### src/hdl/cvsq_pkg.sv
// Shared types and constants for the convex vertex support query block.
// Has no dependencies. The interfaces, the multiply-accumulate unit and the top level use it.
`default_nettype none

package cvsq_pkg;

	localparam int COORD_W = 32;
	localparam int INDEX_W = 6;
	localparam int PROD_W  = 2 * COORD_W;
	localparam int ACC_W   = PROD_W + 2;

	localparam logic CMD_APPEND = 1'b0;
	localparam logic CMD_QUERY  = 1'b1;

	typedef struct packed {
		logic signed [COORD_W-1:0] x;
		logic signed [COORD_W-1:0] y;
		logic signed [COORD_W-1:0] z;
	} vertex_t;

	typedef struct packed {
		logic                      command;
		logic                      restart;
		logic signed [COORD_W-1:0] coord_x;
		logic signed [COORD_W-1:0] coord_y;
		logic signed [COORD_W-1:0] coord_z;
	} cmd_item_t;

	typedef struct packed {
		logic signed [COORD_W-1:0] max_x;
		logic signed [COORD_W-1:0] max_y;
		logic signed [COORD_W-1:0] max_z;
		logic signed [COORD_W-1:0] min_x;
		logic signed [COORD_W-1:0] min_y;
		logic signed [COORD_W-1:0] min_z;
		logic [INDEX_W-1:0]        max_index;
		logic [INDEX_W-1:0]        min_index;
		logic                      empty_res;
		logic                      overflow;
	} res_item_t;

	typedef enum logic [1:0] {
		ACC_HOLD,
		ACC_LOAD,
		ACC_ADD
	} acc_op_t;

	typedef struct packed {
		logic    prod_en;
		acc_op_t acc_op;
	} mac_ctl_t;

endpackage

`default_nettype wire

### src/hdl/cvsq_mac.sv
// Shared signed 32x32 multiplier with a registered product and a wide accumulator.
// Depends on cvsq_pkg for widths and the control struct.
`default_nettype none

module cvsq_mac (
	input  wire logic                                 clk,
	input  wire logic                                 arst_n,
	input  wire cvsq_pkg::mac_ctl_t                   ctl,
	input  wire logic signed [cvsq_pkg::COORD_W-1:0]  op_a,
	input  wire logic signed [cvsq_pkg::COORD_W-1:0]  op_b,
	output logic signed [cvsq_pkg::ACC_W-1:0]         acc
);

	logic signed [cvsq_pkg::PROD_W-1:0] prod_q;
	logic signed [cvsq_pkg::ACC_W-1:0]  prod_ext;
	logic signed [cvsq_pkg::ACC_W-1:0]  acc_q;

	assign prod_ext = {{(cvsq_pkg::ACC_W - cvsq_pkg::PROD_W){prod_q[cvsq_pkg::PROD_W-1]}}, prod_q};
	assign acc      = acc_q;

	always_ff @(posedge clk) begin
		if (ctl.prod_en) begin
			prod_q <= op_a * op_b;
		end
	end

	always_ff @(posedge clk or negedge arst_n) begin
		if (!arst_n) begin
			acc_q <= '0;
		end else begin
			case (ctl.acc_op)
				cvsq_pkg::ACC_LOAD: acc_q <= prod_ext;
				cvsq_pkg::ACC_ADD:  acc_q <= acc_q + prod_ext;
				default:            acc_q <= acc_q;
			endcase
		end
	end

endmodule

`default_nettype wire

### config.mk
export PLATFORM = sky130hd
export DESIGN_NAME = cvsq_mac
export DESIGN_NICKNAME = d
export VERILOG_FILES = /design/src/hdl/cvsq_pkg.sv /design/src/hdl/cvsq_mac.sv
export SDC_FILE = /design/constraint.sdc
export NUM_CORES = 2
export LEC_CHECK = 0
export BUFFER_PORTS_ARGS = -buffer_cell sky130_fd_sc_hd__buf_2
export CORE_ASPECT_RATIO = 1.75
export CORE_MARGIN = 3
export CORE_UTILIZATION = 50
export CTS_CLUSTER_SIZE = 40
export DETAILED_ROUTE_END_ITERATION = 10
export PLACE_DENSITY = 0.81
export SLEW_MARGIN = 20
export SYNTH_ARGS = -nofsm -noshare
export SYNTH_HDL_FRONTEND = slang
export SYNTH_SLANG_ARGS = --single-unit
### constraint.sdc
create_clock -name clk -period 2.8 [get_ports clk]
set_input_delay 0.56 -clock clk [delete_from_list [all_inputs] [get_ports clk]]
set_output_delay 0.56 -clock clk [all_outputs]
set_load 0.05 [all_outputs]
* Word level (Yosys, flattened, before mapping)
Index checks and enable logic that the tools add are counted.
Operators by class: add/subtract/negate cells 1, $mul 1, divide/modulo/power cells 0, magnitude comparators 0, equality and inequality tests 2, shifts and indexed selects 0, mux-type cells 1, bitwise gates (word level) 0, reduce and logical (&&, ||, !) cells 1
Operator list (count):
- $pmux W66 S2 | 1
- $add A66 B64 Y66 | 1
- $mul A32 B32 Y64 | 1
- $eq A2 B1 Y1 const B | 1
- $eq A2 B2 Y1 const B | 1
- $reduce_bool A2 Y1 | 1
Word-level totals: bits in registers 130, bits in latches 0, memory bits (writable) 0, bits in read-only memories 0, input bits 69, output and inout port bits 66, word-level logic and storage cells 8, memories kept 0

* Depth between registers and ports, before layout
word-level depth 2, depth in mapped cells 31, gate-level depth less buffers 29

* Worst setup path after synthesis
No wires, ideal clock.
path kind input-to-reg, start input port op_b[2] in the netlist's numbering, end register prod_q[63] in the netlist's numbering (data pin), setup time 0.260 ns, arrival time 7.783 ns, data required time 2.540 ns, slack -5.243 ns, cell stages on the path 27, buffers on the path 2, cell sequence clkbuf_1 nand2_1 inv_1 fa_1 fa_1 fa_1 inv_1 fa_1 inv_1 fa_1 inv_1 fa_1 fa_1 fa_1 inv_1 ha_1 clkbuf_1 a211oi_1 o21a_1 o31ai_1 o21ai_0 o31ai_4 a221oi_4 o21ai_2 a221o_1 a21oi_2 xnor2_1
On the way: word-level cells in the longest chain between the ends 1
Ends and longest elaborated chain:
- start: declaration | RTL line cvsq_mac.sv:10 | input wire logic signed [cvsq_pkg::COORD_W-1:0] op_b,
- $mul A32 B32 Y64 | RTL line cvsq_mac.sv:23 | prod_q <= op_a * op_b;
- end signal: assignment | RTL line cvsq_mac.sv:23
- end: declaration | RTL line cvsq_mac.sv:14 | logic signed [cvsq_pkg::PROD_W-1:0] prod_q;
No other way between the ends. A chain may end at the register's enable or synchronous reset.

* Worst setup path after layout
start input port op_b[12] in the netlist's numbering, end register prod_q[60] in the netlist's numbering (data pin)
The elaborated chain is that of the path after synthesis.

==> impl_metrics.py <==
metrics = {
    "outcome": {
        "status": "finished, violations left",
        "violations": "setup timing",
    },
    "critical_path": {
        "required_ns": 2.99,
        "timing.critical_path.max_delay_family": "adder cells",
        "worstSetupStartpointType": "primary input",
        "worst_path_largest_cell_delay_ns": 0.78,
        "cpMostUsedCell": "fa_1",
        "worst-setup-path-type": "in2reg",
        "path_buf_inv": 8,
        "endpoint_kind": "flop",
        "cp.arrival_ns": 8.14,
        "slowest_stage": "fa_2",
        "crit_fanout": 9,
    },
    "clock_tree": {
        "clockBufferDepth": 2,
        "cts_inserted_buffers": 17,
        "tritoncts": "yes",
        "cts_root_buf": "clkbuf_16",
        "clock_latency_ns": 0.44,
        "clkTransAtPathRegs_ns": 0.07,
        "clock_sinks": 130,
        "htree_levels": 4,
    },
    "timing": {
        "hold_viol_final": 0,
        "min_period_ns": 7.951,
        "tightest_slew_ns": 0.8335,
        "fin_ws_ns": -5.151,
        "clock_skew_ns": 0.01044,
        "fin_crit_sh_pct": 284.0,
        "setup_viol": 99,
        "rsz0062_at_grt": "yes",
        "fmax_mhz": 125.8,
        "finalHoldWorstSlack_ns": 0.2258,
        "slew_violations": 0,
        "slew-limit-headroom_pct": 44.44,
    },
    "grt": {
        "first_global_vias": 43360,
        "track_usage_pct": 32.39,
        "grt_max_degree": 80,
        "antenna_found_initial": 15,
        "overflow": 0,
        "grt_pass1_wl_um": 230400,
    },
    "floorplanning": {
        "num_rows": 144,
        "die_w_um": 232.5,
        "core_um2": 88460,
        "dieArea_um2": 93560,
        "num_io_pins": 135,
        "die_height_um": 402.4,
        "initial_core_util_pct": 50.75,
    },
    "yosys": {
        "yosys-top-cells-area": "fa_1 (48%), inv_1 (8.8%), and2_1 (7.3%)",
        "synth_fp_nets": 6209,
        "synthMuxAreaShare_pct": 0.9504,
        "seq_area_frac_synth_pct": 7.960,
        "synthArstFlopShare_pct": 50.77,
        "yosysWarnings": 0,
        "ys_types": 73,
        "synth-compound-area-share_pct": 7.012,
        "synthXorXnorAreaFrac_pct": 2.497,
        "yosys.area_share.adder_pct": 55.26,
        "syn_area_um2": 44890,
        "syn_inst": 4807,
        "yosysMostFrequentCell": "fa_1",
        "yosysTopAreaCell": "fa_1",
        "yosys.area.top_type_share_pct": 48.29,
        "synthTopCellsByCount": "fa_1 (1083), inv_1 (1057), nand2_1 (593)",
        "synth_top_family_by_area": "adder cells",
        "syn_avg_cell_area_um2": 9.339,
        "synth_flop_cell": "dfrtp_1",
        "synth-simple-area-share_pct": 15.38,
        "synth_edf_count": 64,
        "ys_ff_latch": 130,
    },
    "routing": {
        "route.detailed.drc": 0,
        "firstDrtPassIters": 8,
        "vias": 39260,
        "wire_per_inst_um": 24.36,
        "wirelength_um": 162900,
        "vias_per_cell": 5.869,
        "drt-initial-drc-count": 3235,
        "final_antenna_net_count": 0,
    },
    "final_layout": {
        "area_growth_pct": 27.84,
        "final_net_count": 6899,
        "drive_gt1_share_pct": 29.08,
    },
    "placed_design": {
        "numPortBuffers": 134,
        "hpwlAfterDp_um": 116200,
        "place.gp.congestion": 0.9631,
        "dpl_worst_slack_ns": -5.390,
    },
    "job": {
        "drv_cap": 0,
    },
    "hold_path": {
        "min_path_type": "in2async",
    },
}
==> per-stage QoR <==
step                area (um^2)  TNS [ns]  std cells  utilization, %
floorplan                 46570   -212.95       4807               -
global placement          52490   -268.89       6525           59.34
detailed placement        52490   -272.54       6525           59.34
CTS                       55370   -229.99       6621           62.59
global route              57370   -269.96       6680           64.85
finish                    57390   -260.05       6689           64.87
==> worst register-to-register path: stages, from the launching register on <==
cell      delay (ns)
edfxtp_1        0.49
ha_4            0.27
a21o_1          0.17
a211o_1         0.28
a211o_1         0.28
o31ai_4         0.20
buf_6           0.16
nor3_4          0.06
o311ai_2        0.33
nand2_1         0.18
a41oi_2         0.17
xnor2_1         0.09
mux2_2          0.26
mux2_4          0.26
==> registers in the layout, summed over array words and instances, names as in the netlist <==
register / flops
prod_q: 64
acc: 66
==> final cells by class <==
class / count / area, um^2
Multi-Input combinational cell: 3372 / 39540
Antenna cell: 12 / 30.03
Fill cell: 6115 / 31070
Sequential cell: 130 / 3618
Inverter: 1057 / 3971
Tap cell: 1168 / 1461
Clock inverter: 14 / 180.2
Clock buffer: 17 / 425.4
Timing Repair Buffer: 919 / 8162
==> kinds of logic after synthesis <==
logic type,after synthesis
and+or+nand+nor,1382
adders and majority gates,1333
buffers and inverters,1305
AOI/OAI and AO/OA,487
DFF,130
xor gates and xnor gates,128
muxes,42
==> cells in the final DEF, fill, tap and decap left out, types with 77 or more instances in the layout <==
master / count
a21oi_1: 84
and2_1: 466
buf_4: 635
buf_6: 121
fa_1: 969
fa_2: 114
ha_1: 159
ha_4: 86
inv_1: 975
inv_2: 81
nand2_1: 558
nor2_1: 77
==> layer usage <==
| layer | GRT usage, % | part of all wire (%) |
|---|---|---|
| met1 | 29.83 | 28 |
| met2 | 59.04 | 50 |
| met3 | 5.611 | 8.4 |
| met4 | 30.38 | 14 |
| met5 | 0.05297 | 0.0092 |
==> repair_timing <==
action                     in CTS  in global routing
resized for setup             466                381
hold buffers                    0                  0
gates cloned                    2                  5
setup buffers                  73                 80
setup endpoints to repair      97                103
pin swaps                     204                253
==> final timing paths <==
path,from,end,slack (ns),cells after the start
min in group clk,acc[14],acc[14],0.54,2
worst min register to register,acc[14],acc[14],0.54,2
max in group asynchronous,arst_n,acc[33],1.85,2
worst max-delay path,op_b[12],prod_q[60],-5.15,29
worst max register to register,prod_q[22],acc[59],-0.51,13
worst min-delay path,arst_n,acc[1],0.23,1
Power is not shown: default switching activity piles up to over one toggle a cycle in this logic, so the estimate is an artifact.
